--- src/sv/temst_pkg.sv ---
// Package with types and constants shared by the message slot table.
`timescale 1ns / 1ps
package temst_pkg;

  localparam int unsigned DefaultSlots = 16;

  typedef enum logic [2:0] {
    OP_ADD_UNREAD = 3'd0,
    OP_ADD_STORE  = 3'd1,
    OP_MARK_READ  = 3'd2,
    OP_MARK_DELIV = 3'd3,
    OP_DELETE     = 3'd4,
    OP_LOOKUP     = 3'd5,
    OP_RSVD6      = 3'd6,
    OP_RSVD7      = 3'd7
  } op_e;

  typedef enum logic [2:0] {
    T_EMPTY     = 3'd0,
    T_UNREAD    = 3'd1,
    T_READ      = 3'd2,
    T_STORE     = 3'd3,
    T_DELIVERED = 3'd4
  } slot_type_e;

  typedef enum logic [1:0] {
    ST_OK        = 2'd0,
    ST_NOT_FOUND = 2'd1,
    ST_WRONG     = 2'd2
  } status_e;

  typedef enum logic [2:0] {
    S_IDLE,
    S_SCAN,
    S_APPLY,
    S_COUNT,
    S_OUT
  } fsm_e;

  // Per-slot scan record handed from the sequencer's scan unit.
  typedef struct packed {
    logic       occupied;
    logic       unread;
    logic       id_match;
    logic       is_empty;
    slot_type_e stype;
    logic [15:0] sid;
  } scan_t;

endpackage

--- src/sv/tiered_evicting_message_slot_table.sv ---
// Top level of the tiered evicting message slot table.
`timescale 1ns / 1ps
// Each command word walks the slot table one slot per cycle through a single
// compare unit: a scan pass finds a match, the first empty slot and the
// lowest id of each eviction tier, the apply state makes the change, a second
// pass recounts the live and unread slots, and its last step loads the result
// register. The input is not ready until the result word has been taken.
module tiered_evicting_message_slot_table
  import temst_pkg::*;
#(
  parameter int unsigned SLOTS = DefaultSlots
) (
  input  logic        clk_i,
  input  logic        rst_ni,
  input  logic        cfg_valid_i,
  output logic        cfg_ready_o,
  input  logic [7:0]  cfg_data_i,
  input  logic        s_axis_tvalid,
  output logic        s_axis_tready,
  // op[2:0], entry_id[18:3], freq_hz[50:19], snr_db[58:51], time_of_day[75:59]
  input  logic [79:0] s_axis_tdata,
  output logic        m_axis_tvalid,
  input  logic        m_axis_tready,
  // status[1:0], slot[5:2], result_id[21:6], result_type[24:22],
  // result_freq[56:25], result_snr[64:57], result_time[81:65],
  // evicted[82], evicted_type[85:83], live_count[90:86], unread_count[95:91]
  output logic [95:0] m_axis_tdata
);
  localparam int unsigned IW = (SLOTS > 1) ? $clog2(SLOTS) : 1;
  localparam int unsigned CW = $clog2(SLOTS + 1);

  slot_type_e   type_q [SLOTS];
  logic [15:0]  id_q   [SLOTS];
  logic [31:0]  freq_m [SLOTS];
  logic [7:0]   snr_m  [SLOTS];
  logic [16:0]  time_m [SLOTS];

  logic [7:0]   snr_na_q;
  logic [15:0]  next_id_q;
  fsm_e         st_q, st_d;
  logic [IW:0]  idx_q;
  logic [IW-1:0] ix;
  logic [79:0]  in_q;
  op_e          op;
  logic [15:0]  tid;

  logic         match_v_q, empty_v_q;
  logic [IW-1:0] match_s_q, empty_s_q;
  logic [3:0]   tier_v_q;
  logic [IW-1:0] tier_s_q [4];
  logic [15:0]  tier_id_q [4];
  logic [CW-1:0] tot_q, unr_q;
  logic [95:0]  out_q;

  // Result fields held from the apply step.
  logic [1:0]   r_status_q;
  logic [IW-1:0] r_slot_q;
  logic [15:0]  r_id_q;
  logic [2:0]   r_type_q;
  logic [31:0]  r_freq_q;
  logic [7:0]   r_snr_q;
  logic [16:0]  r_time_q;
  logic         r_ev_q;
  logic [2:0]   r_evt_q;

  scan_t sc;

  assign ix  = idx_q[IW-1:0];
  assign op  = op_e'(in_q[2:0]);
  assign tid = in_q[18:3];

  temst_scan u_scan (
    .stype_i     (type_q[ix]),
    .sid_i       (id_q[ix]),
    .target_id_i (tid),
    .scan_o      (sc)
  );

  assign cfg_ready_o   = (st_q == S_IDLE);
  assign s_axis_tready = (st_q == S_IDLE);
  assign m_axis_tvalid = (st_q == S_OUT);
  assign m_axis_tdata  = out_q;

  logic last;
  assign last = (idx_q == (IW + 1)'(SLOTS - 1));

  always_comb begin
    st_d = st_q;
    case (st_q)
      S_IDLE:  if (s_axis_tvalid) st_d = S_SCAN;
      S_SCAN:  if (last) st_d = S_APPLY;
      S_APPLY: st_d = S_COUNT;
      S_COUNT: if (last) st_d = S_OUT;
      S_OUT:   if (m_axis_tready) st_d = S_IDLE;
      default: st_d = S_IDLE;
    endcase
  end

  // Tier rank of a slot type in eviction order: delivered, read, store, unread.
  function automatic logic [2:0] tier_of(slot_type_e t);
    case (t)
      T_DELIVERED: tier_of = 3'd0;
      T_READ:      tier_of = 3'd1;
      T_STORE:     tier_of = 3'd2;
      T_UNREAD:    tier_of = 3'd3;
      default:     tier_of = 3'd4;
    endcase
  endfunction

  logic [2:0] tr;
  assign tr = tier_of(sc.stype);

  // Victim choice from the scan summary.
  logic         add_op;
  logic [IW-1:0] vic;
  always_comb begin
    add_op = (op == OP_ADD_UNREAD) || (op == OP_ADD_STORE);
    if (empty_v_q) vic = empty_s_q;
    else if (tier_v_q[0]) vic = tier_s_q[0];
    else if (tier_v_q[1]) vic = tier_s_q[1];
    else if (tier_v_q[2]) vic = tier_s_q[2];
    else if (tier_v_q[3]) vic = tier_s_q[3];
    else vic = '0;
  end

  always_ff @(posedge clk_i or negedge rst_ni) begin
    if (!rst_ni) begin
      st_q      <= S_IDLE;
      idx_q     <= '0;
      snr_na_q  <= 8'h80;
      next_id_q <= 16'd1;
      for (int i = 0; i < SLOTS; i++) begin
        type_q[i] <= T_EMPTY;
        id_q[i]   <= '0;
      end
    end else begin
      st_q <= st_d;
      if (cfg_valid_i && cfg_ready_o) snr_na_q <= cfg_data_i;
      case (st_q)
        S_SCAN, S_COUNT: idx_q <= last ? '0 : idx_q + 1'b1;
        default: idx_q <= '0;
      endcase
      if (st_q == S_APPLY) begin
        if (add_op) begin
          id_q[vic]   <= next_id_q;
          type_q[vic] <= (op == OP_ADD_UNREAD) ? T_UNREAD : T_STORE;
          next_id_q   <= (next_id_q == 16'hFFFF) ? 16'd1 : next_id_q + 16'd1;
        end else if (match_v_q) begin
          case (op)
            OP_MARK_READ:
              if (type_q[match_s_q] == T_UNREAD) type_q[match_s_q] <= T_READ;
            OP_MARK_DELIV:
              if (type_q[match_s_q] == T_STORE) type_q[match_s_q] <= T_DELIVERED;
            OP_DELETE: begin
              type_q[match_s_q] <= T_EMPTY;
              id_q[match_s_q]   <= '0;
            end
            default: ;
          endcase
        end
      end
    end
  end

  // Input capture, payload stores, scan and count bookkeeping, and result fields.
  always_ff @(posedge clk_i) begin
    if (s_axis_tvalid && s_axis_tready) in_q <= s_axis_tdata;
    case (st_q)
      S_SCAN: begin
        if (idx_q == '0) begin
          match_v_q <= sc.id_match;
          match_s_q <= ix;
          empty_v_q <= sc.is_empty;
          empty_s_q <= ix;
          for (int k = 0; k < 4; k++) begin
            tier_v_q[k]  <= (tr == 3'(k)) && (sc.sid != 16'hFFFF);
            tier_id_q[k] <= (tr == 3'(k)) ? sc.sid : 16'hFFFF;
            tier_s_q[k]  <= ix;
          end
        end else begin
          if (sc.id_match && !match_v_q) begin
            match_v_q <= 1'b1;
            match_s_q <= ix;
          end
          if (sc.is_empty && !empty_v_q) begin
            empty_v_q <= 1'b1;
            empty_s_q <= ix;
          end
          for (int k = 0; k < 4; k++) begin
            if ((tr == 3'(k)) && (sc.sid < tier_id_q[k])) begin
              tier_v_q[k]  <= 1'b1;
              tier_id_q[k] <= sc.sid;
              tier_s_q[k]  <= ix;
            end
          end
        end
      end
      S_APPLY: begin
        r_status_q <= ST_OK;
        r_slot_q   <= '0;
        r_id_q     <= '0;
        r_type_q   <= T_EMPTY;
        r_freq_q   <= '0;
        r_snr_q    <= '0;
        r_time_q   <= '0;
        r_ev_q     <= 1'b0;
        r_evt_q    <= T_EMPTY;
        if (add_op) begin
          r_slot_q <= vic;
          r_id_q   <= next_id_q;
          r_type_q <= (op == OP_ADD_UNREAD) ? T_UNREAD : T_STORE;
          r_ev_q   <= (type_q[vic] != T_EMPTY);
          r_evt_q  <= type_q[vic];
          time_m[vic] <= in_q[75:59];
          freq_m[vic] <= (op == OP_ADD_UNREAD) ? in_q[50:19] : 32'd0;
          snr_m[vic]  <= (op == OP_ADD_UNREAD) ? in_q[58:51] : snr_na_q;
        end else if (op == OP_MARK_READ || op == OP_MARK_DELIV ||
                     op == OP_DELETE || op == OP_LOOKUP) begin
          if (!match_v_q) begin
            r_status_q <= ST_NOT_FOUND;
          end else begin
            r_slot_q <= match_s_q;
            r_id_q   <= id_q[match_s_q];
            r_type_q <= type_q[match_s_q];
            case (op)
              OP_MARK_READ:
                if (type_q[match_s_q] == T_UNREAD) r_type_q <= T_READ;
                else r_status_q <= ST_WRONG;
              OP_MARK_DELIV:
                if (type_q[match_s_q] == T_STORE) r_type_q <= T_DELIVERED;
                else r_status_q <= ST_WRONG;
              OP_DELETE: r_type_q <= T_EMPTY;
              default: begin
                r_freq_q <= freq_m[match_s_q];
                r_snr_q  <= snr_m[match_s_q];
                r_time_q <= time_m[match_s_q];
              end
            endcase
          end
        end
      end
      S_COUNT: begin
        if (idx_q == '0) begin
          tot_q <= CW'(sc.occupied);
          unr_q <= CW'(sc.unread);
        end else begin
          tot_q <= tot_q + CW'(sc.occupied);
          unr_q <= unr_q + CW'(sc.unread);
        end
        if (last) begin
          out_q <= {5'(unr_q + CW'(sc.unread)), 5'(tot_q + CW'(sc.occupied)),
                    r_evt_q, r_ev_q, r_time_q, r_snr_q, r_freq_q, r_type_q,
                    r_id_q, 4'(r_slot_q), r_status_q};
        end
      end
      default: ;
    endcase
  end
endmodule

--- src/sv/temst_scan.sv ---
// Shared compare unit: examines one slot per cycle for the sequencer.
`timescale 1ns / 1ps
module temst_scan
  import temst_pkg::*;
(
  input  slot_type_e  stype_i,
  input  logic [15:0] sid_i,
  input  logic [15:0] target_id_i,
  output scan_t       scan_o
);
  always_comb begin
    scan_o.is_empty = (stype_i == T_EMPTY);
    scan_o.occupied = (stype_i != T_EMPTY);
    scan_o.unread   = (stype_i == T_UNREAD);
    scan_o.id_match = (stype_i != T_EMPTY) && (sid_i == target_id_i) && (target_id_i != 16'd0);
    scan_o.stype    = stype_i;
    scan_o.sid      = sid_i;
  end
endmodule
--- config.mk ---
export PLATFORM = sky130hd
export DESIGN_NAME = tiered_evicting_message_slot_table
export DESIGN_NICKNAME = d
export VERILOG_FILES = /design/src/sv/temst_pkg.sv /design/src/sv/tiered_evicting_message_slot_table.sv /design/src/sv/temst_scan.sv
export SDC_FILE = /design/constraint.sdc
export NUM_CORES = 2
export LEC_CHECK = 0
export ABC_AREA = 1
export BUFFER_PORTS_ARGS = -buffer_cell sky130_fd_sc_hd__buf_2
export CAP_MARGIN = 20
export CORE_MARGIN = 2
export CORE_UTILIZATION = 60
export DETAILED_ROUTE_END_ITERATION = 6
export MAX_ROUTING_LAYER = met4
export PLACE_DENSITY = 0.77
export SLEW_MARGIN = 30
export SYNTH_ARGS = -nofsm -noshare
export SYNTH_HDL_FRONTEND = slang
export SYNTH_SLANG_ARGS = --single-unit
--- constraint.sdc ---
create_clock -name clk_i -period 9.18 [get_ports clk_i]
set_input_delay 0.918 -clock clk_i [delete_from_list [all_inputs] [get_ports clk_i]]
set_output_delay 0.918 -clock clk_i [all_outputs]
set_load 0.05 [all_outputs]
==> metrics.md <==
| Metric | Value |
|---|---|
| Crit-path cells | buf_4 -> buf_4 -> a21oi_1 -> o21ai_0 -> nand2_1 -> nand2_1 -> nand2_1 -> inv_1 -> nand2_1 -> ha_1 -> a21oi_1 -> nor2_1 -> a211oi_1 -> o221ai_1 -> nor2_1 -> nand2_1 -> a21oi_2 -> buf_4 |
| First DRT Iteration DRCs | 6680 |
| Core Region | 0.111 mm^2 |
| Outcome | finished, violations left |
| HP Class | input pin to async pin |
| Clk_skew | 0.0354 ns |
| CTS Buf Count | 161 |
| Fin crit period | 5.25 ns |
| Worst-margin pin slew | 1.16 ns |
| Max-slew headroom | 22.7% |
| Total number of vias | 47628 |
| Total track usage | 34.0% |
| WL/cell | 25.9 um |
| Grt total ovfl | 0 |
| Syn. warnings | 0 |
| Failing checks | DRC |
| FILL cells | 7734 |
| # setup viols final | 0 |
| Post-route ant nets | 0 |
| Synth cell types | 50 |
| Worst setup EP type | register |
| H-tree depth | 4 |
| Largest net degree at the start of global routing | 211 |
| First-pass GRT wire length | 279000 um |
| Final setup margin | 3.93 ns |
| Setup Buffers After CTS | 0 |
| Dpl ws | 4.17 ns |
| Yosys top cell area share | 57.3% |
| Worst Setup SP | idx_q[1] |
| Final period util | 57.2% |
| Syn avg cell area | 12.1 um^2 |
| Top cells by count, synth | edfxtp_1 (1274), nand2_1 (1035), inv_1 (518) |
| Crit-path max FO | 45 |
| Crit path DAT | 5.70 ns |
| CTS Buffer Depth | 3 |
| I/O pins | 192 |
| Rows | 122 |
| Post-synth EDFFs | 1274 |
| Routed vias/inst | 6.55 |
| Port Buffers | 187 |
| DIE AREA | 0.114 mm^2 |
| Cell with the most instances after synthesis | edfxtp_1 |
| Routability cong. | 0.956 |
| Initial antenna violation count | 4 |
| Cells after Synth | 5533 |
| Asr flop ratio synth | 20.9% |
| Critical Path Slowest Stage Cell | dfrtp_4 |
| Hpwl dp | 101000 um |
| Clock Latency Late Sink | 0.78 ns |
| DRC Markers | 15 |
| Register area share after synthesis | 69.9% |
| CP Class | register to register |
| Area contributors post-synth | edfxtp_1 (57%), dfrtp_1 (13%), nand2_1 (5.8%) |
| PwrDens | 278 mW/mm^2 |
| Critical path's most frequent cell | nand2_1 |
| Worst path top cell family by delay | buffers and inverters |
| MaxCap Viol Count | 0 |
| Biggest area consumer among synthesized cells | edfxtp_1 |
| Worst Path Buf+Inv | 4 |
| Initial Util | 60.4% |
| CP startpoint kind | register |
| # nets final | 5809 |
| Leakage | 27.8 nW |
| Clock-pin slew on the worst setup and hold paths | 0.06 ns |
| Synth Net Count | 5693 |
| Share of cells above drive strength 1 | 10.6% |
| Reg-to-Reg Start | idx_q[1] |
| Clock root buffer | clkbuf_16 |
| TNS Setup | 0 ns |
| RSZ-0062 raised after global routing | false |
| Cts repair resizes | 0 |
| First drt pass iteration count | 7 |
| Seq cells post-synth | 1610 |
| Primary FF master, synth | edfxtp_1 |
| Multi-input gate area | 0.0171 mm^2 |
| CTS tree | built |
| Final hold vios | 0 |
| Final WL | 188000 um |
| Maximum vdd drop | 0.284 mV |
| Mapped Area | 0.0668 mm^2 |
| Vias in the first global route | 46150 |
| Crit path required time | 9.63 ns |
| Hold Buf Count CTS | 0 |
| Die W | 338 um |
| Sequential cell area | 0.0467 mm^2 |
| Final-report max-slew violation count | 0 |
| Max Freq | 191 MHz |
| Synth-to-layout area growth | 12.1% |
| Number of clock sinks | 1610 |
| Die Y | 338 um |
| CP peak stage delay | 0.67 ns |
[worst paths after layout]
kind                            cells after the start  slack (ns)                to
worst max-delay path                               18        3.93   tier_id_q[2][1]
worst min-delay path                                1        0.04         id_q[139]
worst max register to register                     18        3.93   tier_id_q[2][1]
worst min register to register                      0        0.41  m_axis_tdata[63]
max in group asynchronous                           3        7.85          idx_q[0]
min in group clk_i                                  1        0.30          in_q[58]
[layout make-up]
| cell class | instances | share of cell area (%) |
|---|---|---|
| sequential | 1610 | 62.4 |
| multi-input combinational | 3072 | 22.8 |
| clock buffer | 209 | 5.90 |
| inverter | 533 | 2.69 |
| tap | 1488 | 2.49 |
| timing repair buffer | 271 | 2.40 |
| clock inverter | 90 | 1.31 |
| antenna | 3 | 0.0100 |
[sequential cells by signal, indices dropped and copies added (netlist names), 4 cells and up]
signal / flops
in_q: 76
empty_s_q: 4
unr_q: 5
m_axis_tdata: 96
time_m: 272
type_q: 48
id_q: 256
snr_na_q: 8
r_id_q: 16
tier_v_q: 4
match_s_q: 4
tot_q: 5
r_time_q: 17
freq_m: 512
next_id_q: 16
tier_s_q: 16
snr_m: 128
idx_q: 5
r_freq_q: 32
r_snr_q: 8
r_slot_q: 4
tier_id_q: 64
[per-stage QoR]
stage                     hold WS [ns]  total power, mW  utilization, %  cell area, um^2  std cells
after floorplan                  0.400             12.4               -            66800       5533
after global placement           0.403             14.0            62.5            69100       6966
after detailed placement         0.405             14.1            62.7            69200       6969
after CTS                        0.231             20.7            67.5            74600       7268
after global routing            0.0405             21.7            67.7            74800       7276
final                           0.0375             20.8            67.7            74800       7276
[power breakdown]
| group | switching [mW] | leakage, nW | internal, mW |
|---|---|---|---|
| combinational | 3.89 | 9.00 | 1.37 |
| clock | 2.81 | 2.63 | 3.84 |
| sequential | 0.290 | 16.2 | 8.61 |
[cells by family after synthesis]
family | synth area share (%)
flops | 69.9
buf+inv | 4.94
simple gates | 9.05
xor+xnor | 0.105
fa+ha+maj | 1.26
mux | 0.270
compound gates | 14.5
[per-layer routing]
metal / wire length, um / track usage (%) / share of wire (%) / up-vias
met3: 22100 / 7.27 / 12 / 734
met2: 86300 / 50.3 / 46 / 3399
li1: - / - / - / 20426
met4: 11100 / 19.5 / 5.9 / 0
met1: 68800 / 43.8 / 37 / 23069
met5: 0 / - / 0 / -
[cells in the final DEF, fill, tap and decap left out, types with 59 or more instances in the layout]
master / count
a21oi_1: 212
a22oi_1: 498
buf_2: 186
buf_4: 63
clkbuf_16: 164
dfrtp_1: 332
edfxtp_1: 1274
ha_1: 67
inv_1: 516
nand2_1: 1029
nand3_1: 190
nor2_1: 172
o211ai_1: 59
o21ai_0: 236
o22ai_1: 317
Power figures use the tool's default switching activity.
